### config.mk
export PLATFORM = sky130hd
export DESIGN_NAME = icws_queue
export DESIGN_NICKNAME = d
export VERILOG_FILES = /design/src/icws_pkg.sv /design/src/icws_queue.sv
export SDC_FILE = /design/constraint.sdc
export NUM_CORES = 1
export LEC_CHECK = 0
export BUFFER_PORTS_ARGS = -buffer_cell sky130_fd_sc_hd__buf_2
export CORE_MARGIN = 2
export CORE_UTILIZATION = 37
export DETAILED_ROUTE_END_ITERATION = 10
export GPL_TIMING_DRIVEN = 1
export PLACE_DENSITY = 0.64
export SLEW_MARGIN = 20
export SYNTH_ARGS = -nofsm -noshare
export SYNTH_HDL_FRONTEND = slang
export SYNTH_SLANG_ARGS = --single-unit
### constraint.sdc
create_clock -name clk -period 10.95 [get_ports clk]
set_input_delay 1.6425 -clock clk [delete_from_list [all_inputs] [get_ports clk]]
set_output_delay 1.6425 -clock clk [all_outputs]
set_load 0.05 [all_outputs]
### src/icws_pkg.sv
// package for the i/o counter window statistics unit
// shared constants, item and result types; no dependencies
`timescale 1ns / 1ps
package icws_pkg;
  localparam int Devices = 255;
  localparam int History = 64;
  localparam int Rows = Devices + 1;
  localparam int DevW = $clog2(Devices + 1);
  localparam int RowW = $clog2(Rows);
  localparam int SlotW = $clog2(History);
  localparam int HistDepth = Rows * History;
  localparam int HistAw = $clog2(HistDepth);
  localparam int QDepth = 4;
  localparam int QPtrW = $clog2(QDepth);

  localparam logic [1:0] FUNC_SAMPLE = 2'd0;
  localparam logic [1:0] FUNC_INTERVAL = 2'd1;
  localparam logic [1:0] FUNC_QDEV = 2'd2;
  localparam logic [1:0] FUNC_QTOT = 2'd3;

  localparam logic [1:0] ST_OK = 2'd0;
  localparam logic [1:0] ST_UNKNOWN = 2'd1;
  localparam logic [1:0] ST_UNSUP = 2'd2;
  localparam logic [1:0] ST_FULL = 2'd3;

  localparam logic [3:0] SEL_BAD = 4'd15;

  typedef struct packed {
    logic [1:0]  func;
    logic [63:0] dev_key;
    logic [63:0] bytes_read;
    logic [63:0] bytes_written;
    logic [31:0] read_ops;
    logic [31:0] write_ops;
    logic [31:0] wait_count;
    logic [31:0] run_count;
    logic [3:0]  stat_sel;
  } item_t;

  typedef struct packed {
    logic [63:0] value;
    logic [7:0]  value_frac;
    logic [1:0]  status;
  } result_t;
endpackage

### src/icws_queue.sv
// short fifo of items between front and back
// depends on icws_pkg
`timescale 1ns / 1ps
module icws_queue
  import icws_pkg::*;
(
  input  logic  clk,
  input  logic  rst_n,
  input  logic  push,
  input  item_t din,
  output logic  full,
  input  logic  pop,
  output item_t dout,
  output logic  empty
);
  item_t mem_r [QDepth];
  logic [QPtrW-1:0] wp_r, rp_r;
  logic [QPtrW:0] cnt_r;

  assign full = (cnt_r == (QPtrW + 1)'(QDepth));
  assign empty = (cnt_r == '0);
  assign dout = mem_r[rp_r];

  always_ff @(posedge clk) begin
    if (!rst_n) begin
      wp_r <= '0;
      rp_r <= '0;
      cnt_r <= '0;
    end else begin
      if (push && !full) begin
        mem_r[wp_r] <= din;
        wp_r <= wp_r + 1'b1;
      end
      if (pop && !empty) begin
        rp_r <= rp_r + 1'b1;
      end
      cnt_r <= cnt_r + (QPtrW + 1)'(push && !full) - (QPtrW + 1)'(pop && !empty);
    end
  end
endmodule

### Yosys cells after proc, flatten, opt, wreduce, memory -nomap -nowiden

Memories as Yosys holds them, arrays and structs flattened. A register that Yosys moved wholly into a read port is not among the register bits.
Cells that the tools add are included.

* reduce and logical (&&, ||, !) cells: 5
* multiply operators: 0
* mux-type cells: 5
* divide/modulo/power cells: 0
* bitwise logic cells: 0
* eq/ne operators: 1
* add/sub/neg operators: 4
* magnitude comparators: 0
* shift-type cells: 0

Operator list (count)
* $add 2x1->2 const B: 2
* $mux 2: 2
* $add 3x1->3: 1
* $eq 3x3->1 const B: 1
* $logic_not 3->1: 1
* $mux 1: 3
* $sub 3x1->3: 1
* $logic_and 1x1->1: 2
* $logic_not 1->1: 2

* logic and storage cells: 19
* bits in registers: 7
* bits in read-only memories: 0
* memories kept: 1
* bits of input ports: 330
* output and inout bits: 328
* bits in writable memories: 1304
* bits in latches: 0

Memories
* mem_r: words 4, bits a word 326, rd ports 1, clocked after memory_dff 1, write ports 1, line icws_queue.sv:16 `item_t mem_r [QDepth];`

### Logic depth before layout (Yosys ltp)

* depth after elaboration: 6
* mapped depth: 11
* gate-level depth less buffers: 10

### Least setup slack after synthesis

No wires, ideal clock.

* path kind: input-to-reg
* from: input port push
* to: memory mem_r[0][0] in the netlist's numbering (enable)
* arrival: 9.472 ns
* path slack: 0.746 ns
* setup time: 0.732 ns
* cell stages on the path: 3
* required time: 10.218 ns
* cells stage by stage: nor2b_1 > clkbuf_1 > and3_1

* longest elaborated chain between the ends: 4

RTL lines
* start: declaration: line icws_queue.sv:9 `input logic push,`
* $logic_and 1x1->1: line icws_queue.sv:30 `if (push && !full) begin`
* $mux 1: line icws_queue.sv:30
* $mux 1: line icws_queue.sv:25 `if (!rst_n) begin`
* $mux 1 (not written as such): line icws_queue.sv:31 `mem_r[wp_r] <= din;`
* end: declaration: line icws_queue.sv:16

Every way passes these cells.

==> results.py <==
metrics = {
    "power_and_ir_drop": {
        "power_frac_comb_pct": 25.1,
        "p_leak_nw": 18.6,
        "clock_power_share_pct": 32.1,
        "seqPwrFrac_pct": 42.8,
        "p_total_mw": 13.9,
        "ir_drop_uv": 165,
        "powerDensity_nw_per_um2": 244,
        "switching_share_pct": 31.7,
        "internal_power_mw": 9.49,
        "p_switching_mw": 4.40,
    },
    "critical_path": {
        "worstPathRequired_ps": 9310,
        "worst-setup-path-type": "reg2out",
        "crit_arrival_ps": 4220,
        "cp-start-kind": "flop",
        "path_max_fanout": 107,
        "r2r_slack_ps": 7050,
        "end_kind": "primary output",
    },
    "final_layout": {
        "multi_input_area_um2": 7630,
        "drive_above_1_share_pct": 45.7,
        "final_cell_mix": "edfxtp_1 (1304), buf_2 (657), mux4_2 (326)",
        "syn_to_final_growth_pct": 20.3,
        "fill_cells": 10600,
        "fin_util_pct": 44.8,
        "mostFrequentLayoutCell": "edfxtp_1",
        "final_nets": 2832,
        "regArea_um2": 39300,
    },
    "sta": {
        "maxSlewViolCount": 0,
        "finalSetupViolCount": 0,
        "max_freq_ghz": 0.170,
        "timing.final.hold_violations": 0,
        "relSlewSlack_pct": 15.9,
        "fin_crit_ps": 5870,
        "tightestPinTransition_ps": 1260,
        "finClkSkew_ps": 34.1,
        "min_period_over_period_pct": 53.6,
        "tns_ps": 0,
        "rsz0062_at_grt": "no",
    },
    "placement": {
        "gp_congestion": 0.774,
        "dp_hpwl_um": 61200,
        "portBuffers": 657,
    },
    "clocking": {
        "clockBufferDepth": 3,
        "clk_pin_slew_worst_paths_ps": 60,
        "numClockSinks": 1313,
        "post_cts_resized": 0,
        "postCtsSetupRepairBufs": 0,
        "cts_buffers": 137,
        "cts_hold_buffers": 0,
        "cts_tree": "yes",
        "htreeDepth": 4,
        "clock-root-buffer": "clkbuf_16",
        "clk_latency_ps": 750,
    },
    "global_routing": {
        "busiest_layer": "met2",
        "gr-total-overflow": 0,
        "met1_usage_pct": 17.4,
        "antenna_found_initial": 44,
        "grt_max_degree": 145,
        "grt_first_pass_wirelength_um": 146000,
        "met2_usage_pct": 24.7,
        "grt_pass1_vias": 23000,
        "gr-usage-met3_pct": 6.03,
        "grt.total_usage_pct": 14.9,
    },
    "synth": {
        "yosysUniqueCellTypes": 22,
        "yosys.area.top_type": "edfxtp_1",
        "synth_nets": 2090,
        "synth_warnings": 0,
        "synthCells": 1753,
        "yosys-top-cells-area": "edfxtp_1 (83%), mux4_2 (15%), buf_2 (0.47%), dfxtp_1 (0.38%), buf_6 (0.38%)",
        "postSynthAreaPerCell_um2": 27.1,
        "yosys_register_bits": 1313,
        "yosys_most_used_dff": "edfxtp_1",
        "synth_edf_count": 1304,
        "synth_top_area_share_pct": 82.6,
        "async_flop_share_pct": 0,
        "yosysSeqAreaShare_pct": 83.0,
        "synth_area_um2": 47400,
    },
    "floorplanning": {
        "rows": 131,
        "dieHeight_um": 362,
        "start_util_pct": 37.2,
        "io_pins": 658,
        "dieArea_um2": 131000,
        "core_um2": 127000,
        "die_x_um": 362,
    },
    "route": {
        "drc": 0,
        "initialDrtViolationCount": 1945,
        "wl_per_cell_um": 23.2,
        "num_vias": 21300,
        "viasPerCell": 5.00,
        "drt-pass1-iter-count": 5,
        "drt.antenna.violating_nets": 0,
        "wl_um": 99100,
    },
    "outcome": {
        "outcome": "finished, final reports clean",
    },
    "job": {
        "max_cap_violations": 0,
    },
    "min_path": {
        "hp-class": "reg2reg",
    },
}
## synthesized netlist by cell type (2+ instances only)
library cell and instances:
buf_2 45, and3_1 4, mux2i_1 2, xnor2_1 2, ha_1 6, nand2_1 6
inv_1 6, buf_6 16, o21ai_0 3, buf_1 3, edfxtp_1 1304, and2_1 3
clkbuf_1 10, mux4_2 326, dfxtp_1 9, nor2b_1 2
## logic make-up after synthesis
group | Yosys count | synth area share, %
XOR/XNOR | 2 | 0.0369
flip-flops | 1313 | 83.0
AO/OA/AOI/OAI | 4 | 0.0475
multiplexers | 328 | 15.5
buffers and inverters | 80 | 1.01
AND/OR/NAND/NOR | 19 | 0.230
adder cells (fa/ha/maj) | 7 | 0.201
## critical path: stages (launching register included)
cell and delay (ps):
dfxtp_4 920, buf_4 700, buf_12 580, mux4_2 640, buf_2 240
## final timing paths
check,to,cells past startpoint,from
setup / recovery,dout[255],4,flop
hold / removal,wp_r[0]$_SDFFE_PN0P_,2,wp_r[0]$_SDFFE_PN0P_
setup reg to reg,mem_r[2][270]$_DFFE_PP_,5,cnt_r[2]$_SDFF_PN0_
hold reg to reg,wp_r[0]$_SDFFE_PN0P_,2,wp_r[0]$_SDFFE_PN0P_
## state kept, by name (all words and copies together), names as in the netlist, named ones only
register,flops
wp_r,2
rp_r,2
mem_r,1304
cnt_r,3
## layer usage
metal | share of wire, % | vias to the layer above | wire length (µm)
met5 | 0.30 | - | 298
met4 | 2.6 | 50 | 2570
met1 | 37 | 11100 | 37000
met3 | 9.2 | 219 | 9160
met2 | 51 | 773 | 50100
li1 | - | 9155 | -
## power by group through the flow
stage	Sequential, mW	Combinational, mW	Clock [mW]
after floorplan	6.08	2.75	0
after global placement	6.03	3.51	0
after detailed placement	6.05	3.54	0
after CTS	5.95	3.55	4.57
after global routing	5.97	3.65	4.77
final	5.94	3.49	4.46
## per-stage QoR
step / worst slack, ps / std cells / cell area [µm²] / hold WS, ps
2_1_floorplan: 746 / 1753 / 47400 / 461
3_3_place_gp: 5790 / 4018 / 52600 / 471
3_5_place_dp: 5740 / 4018 / 52600 / 498
4_1_cts: 4930 / 4254 / 57000 / 504
5_1_grt: 4680 / 4265 / 57000 / 531
6_report: 5080 / 4272 / 57000 / 509
## cell type report
type                            count  area share, %
Sequential cell                  1313           69.0
Multi-Input combinational cell    360           13.4
Clock buffer                      168           6.40
Timing Repair Buffer              677           6.27
Tap cell                         1662           3.65
Clock inverter                     68           1.23
Antenna cell                       18         0.0790
Inverter                            6         0.0395
No activity file was read; power rests on OpenSTA's default activity.
