## src/icws_pkg.sv

```systemverilog
// package for the i/o counter window statistics unit
// shared constants, item and result types; no dependencies
`timescale 1ns / 1ps
package icws_pkg;
  localparam int Devices = 255;
  localparam int History = 64;
  localparam int Rows = Devices + 1;
  localparam int DevW = $clog2(Devices + 1);
  localparam int RowW = $clog2(Rows);
  localparam int SlotW = $clog2(History);
  localparam int HistDepth = Rows * History;
  localparam int HistAw = $clog2(HistDepth);
  localparam int QDepth = 4;
  localparam int QPtrW = $clog2(QDepth);

  localparam logic [1:0] FUNC_SAMPLE = 2'd0;
  localparam logic [1:0] FUNC_INTERVAL = 2'd1;
  localparam logic [1:0] FUNC_QDEV = 2'd2;
  localparam logic [1:0] FUNC_QTOT = 2'd3;

  localparam logic [1:0] ST_OK = 2'd0;
  localparam logic [1:0] ST_UNKNOWN = 2'd1;
  localparam logic [1:0] ST_UNSUP = 2'd2;
  localparam logic [1:0] ST_FULL = 2'd3;

  localparam logic [3:0] SEL_BAD = 4'd15;

  typedef struct packed {
    logic [1:0]  func;
    logic [63:0] dev_key;
    logic [63:0] bytes_read;
    logic [63:0] bytes_written;
    logic [31:0] read_ops;
    logic [31:0] write_ops;
    logic [31:0] wait_count;
    logic [31:0] run_count;
    logic [3:0]  stat_sel;
  } item_t;

  typedef struct packed {
    logic [63:0] value;
    logic [7:0]  value_frac;
    logic [1:0]  status;
  } result_t;
endpackage

```

## src/icws_front.sv

```systemverilog
// front end: accepts items and classifies query select codes
// depends on icws_pkg
`timescale 1ns / 1ps
module icws_front
  import icws_pkg::*;
(
  input  logic  clk,
  input  logic  rst_n,
  input  logic  push,
  input  item_t din,
  input  logic  block,
  output logic  full,
  output logic  q_push,
  output item_t q_item,
  input  logic  q_full
);
  item_t hold_r;
  item_t hold_nxt;
  logic valid_r;

  assign full = valid_r || block;
  assign q_push = valid_r;
  assign q_item = hold_r;

  always_comb begin
    hold_nxt = din;
    // out-of-range selects are folded to the single unsupported code
    if (din.stat_sel > 4'd14) hold_nxt.stat_sel = SEL_BAD;
  end

  always_ff @(posedge clk) begin
    if (!rst_n) begin
      valid_r <= 1'b0;
    end else begin
      if (valid_r && !q_full) valid_r <= 1'b0;
      if (push && !full) begin
        hold_r <= hold_nxt;
        valid_r <= 1'b1;
      end
    end
  end
endmodule

```

## config.mk

```make
export PLATFORM = sky130hd
export DESIGN_NAME = icws_front
export DESIGN_NICKNAME = d
export VERILOG_FILES = /design/src/icws_pkg.sv /design/src/icws_front.sv
export SDC_FILE = /design/constraint.sdc
export NUM_CORES = 1
export LEC_CHECK = 0
export BUFFER_PORTS_ARGS = -buffer_cell sky130_fd_sc_hd__clkbuf_2
export CORE_AREA = 10 10 246 248
export CTS_BUF_LIST = sky130_fd_sc_hd__clkbuf_4 sky130_fd_sc_hd__clkbuf_8 sky130_fd_sc_hd__clkbuf_16
export CTS_CLUSTER_DIAMETER = 200
export DETAILED_ROUTE_END_ITERATION = 10
export DIE_AREA = 0 0 256 258
export HOLD_SLACK_MARGIN = 0.02
export PLACE_DENSITY = 0.37
export RECOVER_POWER = 100
export SLEW_MARGIN = 0
export SYNTH_ARGS = -nofsm -noshare
export SYNTH_HDL_FRONTEND = slang
export SYNTH_SLANG_ARGS = --single-unit
```

## constraint.sdc

```tcl
create_clock -name clk -period 15.9 [get_ports clk]
set_input_delay 3.975 -clock clk [delete_from_list [all_inputs] [get_ports clk]]
set_output_delay 3.975 -clock clk [all_outputs]
set_load 0.03 [all_outputs]
```

=== Word level (Yosys, flattened, before mapping) ===
Index checks and enable logic that the tools add are counted.

* Register bits: 327
* Output and inout port bits: 328
* Logic and storage cells: 20
* Bits of input ports: 331

* Multiplexer cells: 2
* Reductions and logical operators: 7
* Order comparisons: 1

{| class="wikitable"
|+ Operators by type and width
! cell !! number
|-
| $gt A4 B4 Y1 const B || 1
|-
| $logic_and A1 B1 Y1 || 2
|-
| $logic_not A1 Y1 || 2
|-
| $mux W1 || 2
|-
| $reduce_and A2 Y1 || 1
|-
| $reduce_bool A2 Y1 || 1
|-
| $logic_or A1 B1 Y1 || 1
|}

=== Logic depth before layout (Yosys ltp) ===
Gate-level depths: netlist of run 1.

* Depth in word-level cells: 4
* Mapped depth: 2
* Depth with buffers taken out: 2

=== Least setup slack after synthesis of run 1 ===
Ideal clock, no wire load.

* Path type: input port to flip-flop
* Start: input block
* End: register hold_r, in the netlist q_item[0], enable pin
* Path buffers: 0
* Stages: 1
* Setup slack: 3575 ps
* Arrival: 11590 ps
* Path through: and4bb_1

* Word-level cells in the longest chain between the ends: 4

{| class="wikitable"
|+ Ends and longest elaborated chain
! element !! line !! RTL
|-
| start: declaration || icws_front.sv:11 || <nowiki>input logic block,</nowiki>
|-
| $logic_or A1 B1 Y1 || icws_front.sv:21 || <nowiki>assign full = valid_r || block;</nowiki>
|-
| $logic_not A1 Y1 || icws_front.sv:36 || <nowiki>if (push && !full) begin</nowiki>
|-
| $logic_and A1 B1 Y1 || icws_front.sv:36 ||
|-
| $reduce_and A2 Y1 (no line) || -- ||
|-
| end signal: assignment || icws_front.sv:37 || <nowiki>hold_r <= hold_nxt;</nowiki>
|-
| end: declaration || icws_front.sv:17 || <nowiki>item_t hold_r;</nowiki>
|}

Every way passes these cells.
A chain may end at the register's enable or synchronous reset.

=== Worst setup path in the final report of run 1 ===
* Start: input block
* End: register hold_r, in the netlist q_item[118], enable pin

The elaborated chain is that of the path after synthesis.

==> results by group, run 1 <==
Outcome
  – Run status: finished with violations
  – Failing checks: max-capacitance violations, max-slew violations

Worst setup path
  – WP data required: 15,950 ps
  – Kind of critical path: in -> reg
  – Most common cell on crit path: clkbuf_1
  – Slowest-stage cell, CP: clkbuf_1
  – Type of origin of the critical path: input port
  – Max incr delay on CP: about 2700 ps
  – CP delay by family, top: buffers and inverters
  – Crit path max fanout: 71
  – Levels on crit path: 4
  – Crit path DAT: 10,780 ps
  – Worst Setup End Kind: register
  – Cells on worst reg2reg path: 3
  – CP Buf/Inv Count: 3
  – Critical path cell sequence: clkbuf_2, and4bb_1, clkbuf_1, clkbuf_1

Place
  – Hpwl dp: 28.51 mm
  – Routability cong.: 0.7555
  – Port Buf Inserts: 658

Clocking
  – Setup bufs post-CTS: 0
  – Clk sinks: between 300 and 400
  – Clock H-tree levels: 2
  – CTS tree: built
  – CTS clk-pin slew, worst paths: 60 ps
  – CTS Root Buffer Type: clkbuf_16
  – Clock buffer depth: 3
  – PostCTS Resize Cnt: 0
  – CTS buffer count: 38
  – Post-CTS Hold Buffers: 0
  – Clk_lat worst skew: around 530 ps

Final layout
  – Reg area: 0.009809 mm²
  – Share of post-route cells with drive strength above 1: 0.3547
  – Diode count: 0
  – Area grow syn2layout: 51.12%
  – Finished Core Util: 0.2671
  – Fill cell count: 5,979
  – Layout Nets: 1,362
  – Most frequent cells in the layout: clkbuf_1 (342), edfxtp_1 (326), clkbuf_2 (318)
  – Commonest non-fill, non-tap cell in the layout: clkbuf_1
  – Area of the multi-input gates: 27.53 µm²

Logic synthesis
  – Post-Syn Area per Cell: just under 30 µm²
  – Sequential element share of the synthesized area: 0.9957
  – Yosys warnings: 0
  – Mux contribution to synthesized area: 0
  – Adder-cell share of the synthesized area: 0
  – Simple-gate share of the synthesized area: 0.001905
  – Cell Area, Synth: 0.009852 mm²
  – Mapped Nets: between 600 and 700
  – Synth unique cells: 6
  – #FFs+latches synth: 327
  – Xor/xnor share of the synthesized area: 0
  – Synth Instances: 334
  – Compound-Gate Fraction of Synth Area: 0.0008890
  – Largest family of logic cells by synthesized area: simple AND/OR/NAND/NOR gates

Routing
  – Final WL: 35.74 mm
  – Final ANT Viol Nets: 0
  – Post-DR wirelength/cell: 19.68 µm
  – Vias: 6,112
  – TritonRoute pass-1 iters: 4
  – Routed vias/inst: roughly 3.4
  – First-iteration detailed-routing DRC count: ~340
  – Remaining DRCs: 0

Die
  – Starting Density: 0.1768
  – Die area: approximately 0.066 mm²
  – I/O pins: 659
  – Chip width: 256 µm
  – CORE AREA: roughly 0.056 mm²
  – Chip Height: 258 µm
  – Rows: 87

Job
  – Max cap viols: 3

Global routing
  – Largest net degree at the start of global routing: around 160
  – Overall Global Routing Usage: 0.1025
  – Antenna violations before repair: 2
  – Via count of the first global-routing pass: 6,797
  – Global-route wire length before repair: 49.64 mm
  – Remaining Overflow, GRT: 0

Pwr
  – Power Total: approximately 1.9 mW
  – Max VDD drop: 0.08273 mV
  – Static Leakage: roughly 5.3 nW
  – P per Cell Area: 130.6 mW/mm²

Min path
  – Worst hold path class: reg -> reg
  – Hold path depth: 1

STA
  – Max_slew headroom: -1.469
  – Unrepaired setup endpoints after global routing: false
  – Setup violations, final: 0
  – Max Freq: 0.09315 GHz
  – Tcrit/Tclk final: 0.6752
  – Slew Limit Fails: 172
  – Final TNS setup: 0 ps
  – Slew @ Worst Pin: around 3700 ps
  – Final Hold Vio Count: 0
  – Setup Skew: 8.290 ps
  – Min Tclk post-route: 10,740 ps
[Yosys cell counts]
cell,count,area [µm²]
edfxtp_1,326,9789
clkbuf_1,4,15.01
a31o_1,1,8.760
and4bb_1,1,12.51
dfxtp_1,1,20.02
or2_1,1,6.260
[where the power goes]
part	switching (mW)	leakage [nW]	total (mW)	internal, mW
logic	0.0815	1.75	0.118	0.0367
clock network	0.335	0.605	0.840	0.505
registers	0.00624	2.99	0.987	0.980
total	0.423	5.34	1.94	1.52
[path summary, 6_finish.rpt]
path,startpoint,slack (ps),end
min reg2reg,q_push$_SDFFE_PN0P_,530,q_push$_SDFFE_PN0P_
max reg2reg,q_push$_SDFFE_PN0P_,8370,q_item[118]$_DFFE_PP_
min,q_push$_SDFFE_PN0P_,530,q_push$_SDFFE_PN0P_
max,block,5160,q_item[118]$_DFFE_PP_
[logic make-up (layout without fill, tap and decap cells)]
logic type | after synthesis | in the layout
flip-flops | 327 | 327
AO/OA/AOI/OAI | 1 | 1
AND/OR/NAND/NOR | 2 | 2
buffers and inverters | 4 | 730
[registers in the layout (all words and copies together), names as in the netlist]
name	flops
q_item	326
q_push	1
[routing by layer]
layer  GRT usage  vias up  wire, µm
li1            -     2769         -
met1     0.09690     2924     11760
met2      0.1860      358     18960
met3     0.05695       57      4128
met4     0.03224        4       870
met5           0        -        27
[through the flow]
step	hold slack [ps]	setup WS, ps	instance area (µm²)	std cells
floorplan	657.1	3575	9852	334
CTS	530.5	7434	15320	1816
finish	532.3	5164	14890	1816
global placement	513.0	7428	14110	1747
detailed placement	515.6	7435	14110	1747
global route	576.0	4250	14890	1816
[worst reg2reg max path: stages, from the launching register on]
cell and delay (ps):
dfxtp_1 330, and4bb_1 2180, clkbuf_1 1770, clkbuf_1 2710
[layout make-up]
cell class | count | area share
clock buffers | 53 | 0.07496
repair buffers | 661 | 0.1945
multi-input cells | 3 | 0.001849
flip-flops and latches | 327 | 0.6589
clock inverters | 16 | 0.006303
well taps | 756 | 0.06353
Note: power is estimated with default switching activity, not from simulation.
==> run 2, diff against run 1 <==
Settings changed: CORE_AREA 10 10 246 248 to 10 10 251 253, DIE_AREA 0 0 256 258 to 0 0 261 263.
Clock period 15.9 ns to 9.5 ns, I/O delays scaled along.
==> run 2 against run 1 <==
Net effect: the flow still finishes with violations (max-capacitance violations, max-slew violations); clock skew about the same; clock power increased by 75%; sequential power increased by 68%; cell count increased by 1.1%; combinational power grew 69%; register-to-register slack lost 3400 ps; utilization decreased by 1.1 points; power up 71%; routed wire length increased by 5.7%; sequential cell count stayed put; critical path type unchanged; largest cell class unchanged.
==> results by group, run 2 (synthesis results as in run 1) <==
Die
  – Rows: a little under 90
  – Chip Height: 263 µm
  – CORE AREA: 0.05824 mm²
  – Die area: 0.06864 mm²
  – I/O pins: ~660
  – Chip width: 261 µm
  – Starting Density: 0.1692

Place
  – Routability cong.: 0.7655
  – Dpl cell area: between 0.01 and 0.015 mm²
  – Pre-CTS setup slack: 4279 ps
  – Placed cell count: approximately 1,800
  – Port Buf Inserts: 658
  – Hpwl dp: 30.34 mm

Worst setup path
  – Flop2flop setup slack: between 4000 and 5000 ps
  – WP data required: 9550 ps
  – Worst Setup End Kind: register
  – Type of origin of the critical path: input port
  – Crit path max fanout: roughly 160
  – Kind of critical path: in -> reg
  – CP endpoint: q_item[207]$_DFFE_PP_
  – Crit path DAT: between 6000 and 7000 ps
  – Worst flop-to-flop path endpoint: q_item[207]$_DFFE_PP_
  – Critical Path Source: block
  – Reg-to-Reg Start: q_push$_SDFFE_PN0P_
  – Cells on worst reg2reg path: 2

Clocking
  – Clk sinks: between 300 and 400
  – CTS clk-pin slew, worst paths: 60 ps
  – Setup bufs post-CTS: 0
  – Post-CTS Hold Buffers: 0
  – CTS tree: built
  – Clock H-tree levels: 2
  – Clk_lat worst skew: 540 ps
  – PostCTS Resize Cnt: 0
  – Clock buffer depth: 3
  – CTS buffer count: 39
  – CTS Root Buffer Type: clkbuf_16

Final layout
  – Share of post-route cells with drive strength above 1: 0.3390
  – Largest register FFs: 326
  – Most frequent cells in the layout: clkbuf_1 (361), edfxtp_1 (326), clkbuf_2 (299)
  – Fill cell count: 6,191
  – Layout Nets: ~1,400
  – Final non-filler cell total: 1,836
  – Final Cell Area: about 0.015 mm²
  – Area grow syn2layout: 51.46%
  – Finished Core Util: 0.2562
  – Commonest non-fill, non-tap cell in the layout: clkbuf_1

Routing
  – Post-DR wirelength/cell: 20.58 µm
  – Final WL: 37.79 mm
  – Remaining DRCs: 0
  – First-iteration detailed-routing DRC count: 239
  – Vias: 6,183
  – TritonRoute pass-1 iters: 4
  – Routed vias/inst: 3.368
  – Final ANT Viol Nets: 0

Global routing
  – Overall Global Routing Usage: 0.1040
  – Via count of the first global-routing pass: 6,836
  – Remaining Overflow, GRT: 0
  – Largest net degree at the start of global routing: 158
  – Antenna violations before repair: 12
  – Global-route wire length before repair: 51.65 mm

STA
  – Slew @ Worst Pin: 4015 ps
  – Setup violations, final: 0
  – Slew Limit Fails: between 300 and 400
  – Final TNS setup: 0 ps
  – Max_slew headroom: -1.676
  – Final hold slack: 531.8 ps
  – Setup Skew: 8.376 ps
  – Max Freq: 0.1616 GHz
  – Min Tclk post-route: 6186 ps
  – Tcrit/Tclk final: 0.6512
  – Final Hold Vio Count: 0
  – Unrepaired setup endpoints after global routing: false
  – Worst Slack Setup Final: 3314 ps

Outcome
  – Run status: finished with violations
  – Failing checks: max-capacitance violations, max-slew violations

Pwr
  – Sw Ratio: 0.2183
  – Static Leakage: ~5.3 nW
  – Max VDD drop: 0.1309 mV
  – Internal power: 2.596 mW
  – Switching pwr: 0.7250 mW
  – Seq pwr share: 0.499
  – Clock power share: 0.441
  – Power Total: 3.321 mW
  – P per Cell Area: 222.5 mW/mm²
  – Combinational share of power: 0.060

Job
  – Max cap viols: 2

Min path
  – Worst hold path class: reg -> reg
==> run 2: changes by cell type in the layout (fill, tap and decap cells not counted), sizes merged <==
cell / previous run / this run
bufinv: 1 / 3
diode: 0 / 4
clkbuf: 713 / 710
buf: 1 / 0
inv: 0 / 1
==> run 2: cell type report <==
cell class | instances | area [µm²] | area share
antenna | 4 | 10.01 | 0.0006708
clock buffer | 50 | 1094 | 0.07329
clock inverter | 19 | 162.7 | 0.01090
multi-input combinational | 3 | 27.53 | 0.001845
sequential | 327 | 9809 | 0.6574
tap | 773 | 967.2 | 0.06482
timing repair buffer | 660 | 2851 | 0.1911
==> run 2: routing by layer <==
metal	part of all wire	track usage	vias up
met1	0.33	0.1024	2981
met4	0.023	0.03234	12
met5	0.0018	0	-
li1	-	-	2766
met3	0.12	0.05443	68
met2	0.52	0.1848	356
==> run 2: worst min path at each step <==
stage	start	end	slack (ps)	depth (start not counted)
after floorplan	q_push$_SDFFE_PN0P_	q_push$_SDFFE_PN0P_	660	1
after global placement	q_push$_SDFFE_PN0P_	q_push$_SDFFE_PN0P_	500	1
after detailed placement	q_push$_SDFFE_PN0P_	q_push$_SDFFE_PN0P_	520	1
after CTS	q_push$_SDFFE_PN0P_	q_push$_SDFFE_PN0P_	530	1
after global routing	q_push$_SDFFE_PN0P_	q_push$_SDFFE_PN0P_	580	1
final	q_push$_SDFFE_PN0P_	q_push$_SDFFE_PN0P_	530	1
==> run 2: power groups by stage <==
| stage | clock (mW) | sequential, mW | combinational, mW |
|---|---|---|---|
| after CTS | 1.53 | 1.65 | 0.218 |
| final | 1.47 | 1.66 | 0.200 |
| after detailed placement | 0 | 1.68 | 0.218 |
| after floorplan | 0 | 1.77 | 0.0167 |
| after global routing | 1.59 | 1.66 | 0.215 |
| after global placement | 0 | 1.68 | 0.217 |
==> run 2: worst max-delay path, stage by stage <==
cell,delay (ps)
clkbuf_1,80
and4bb_1,710
clkbuf_2,2700
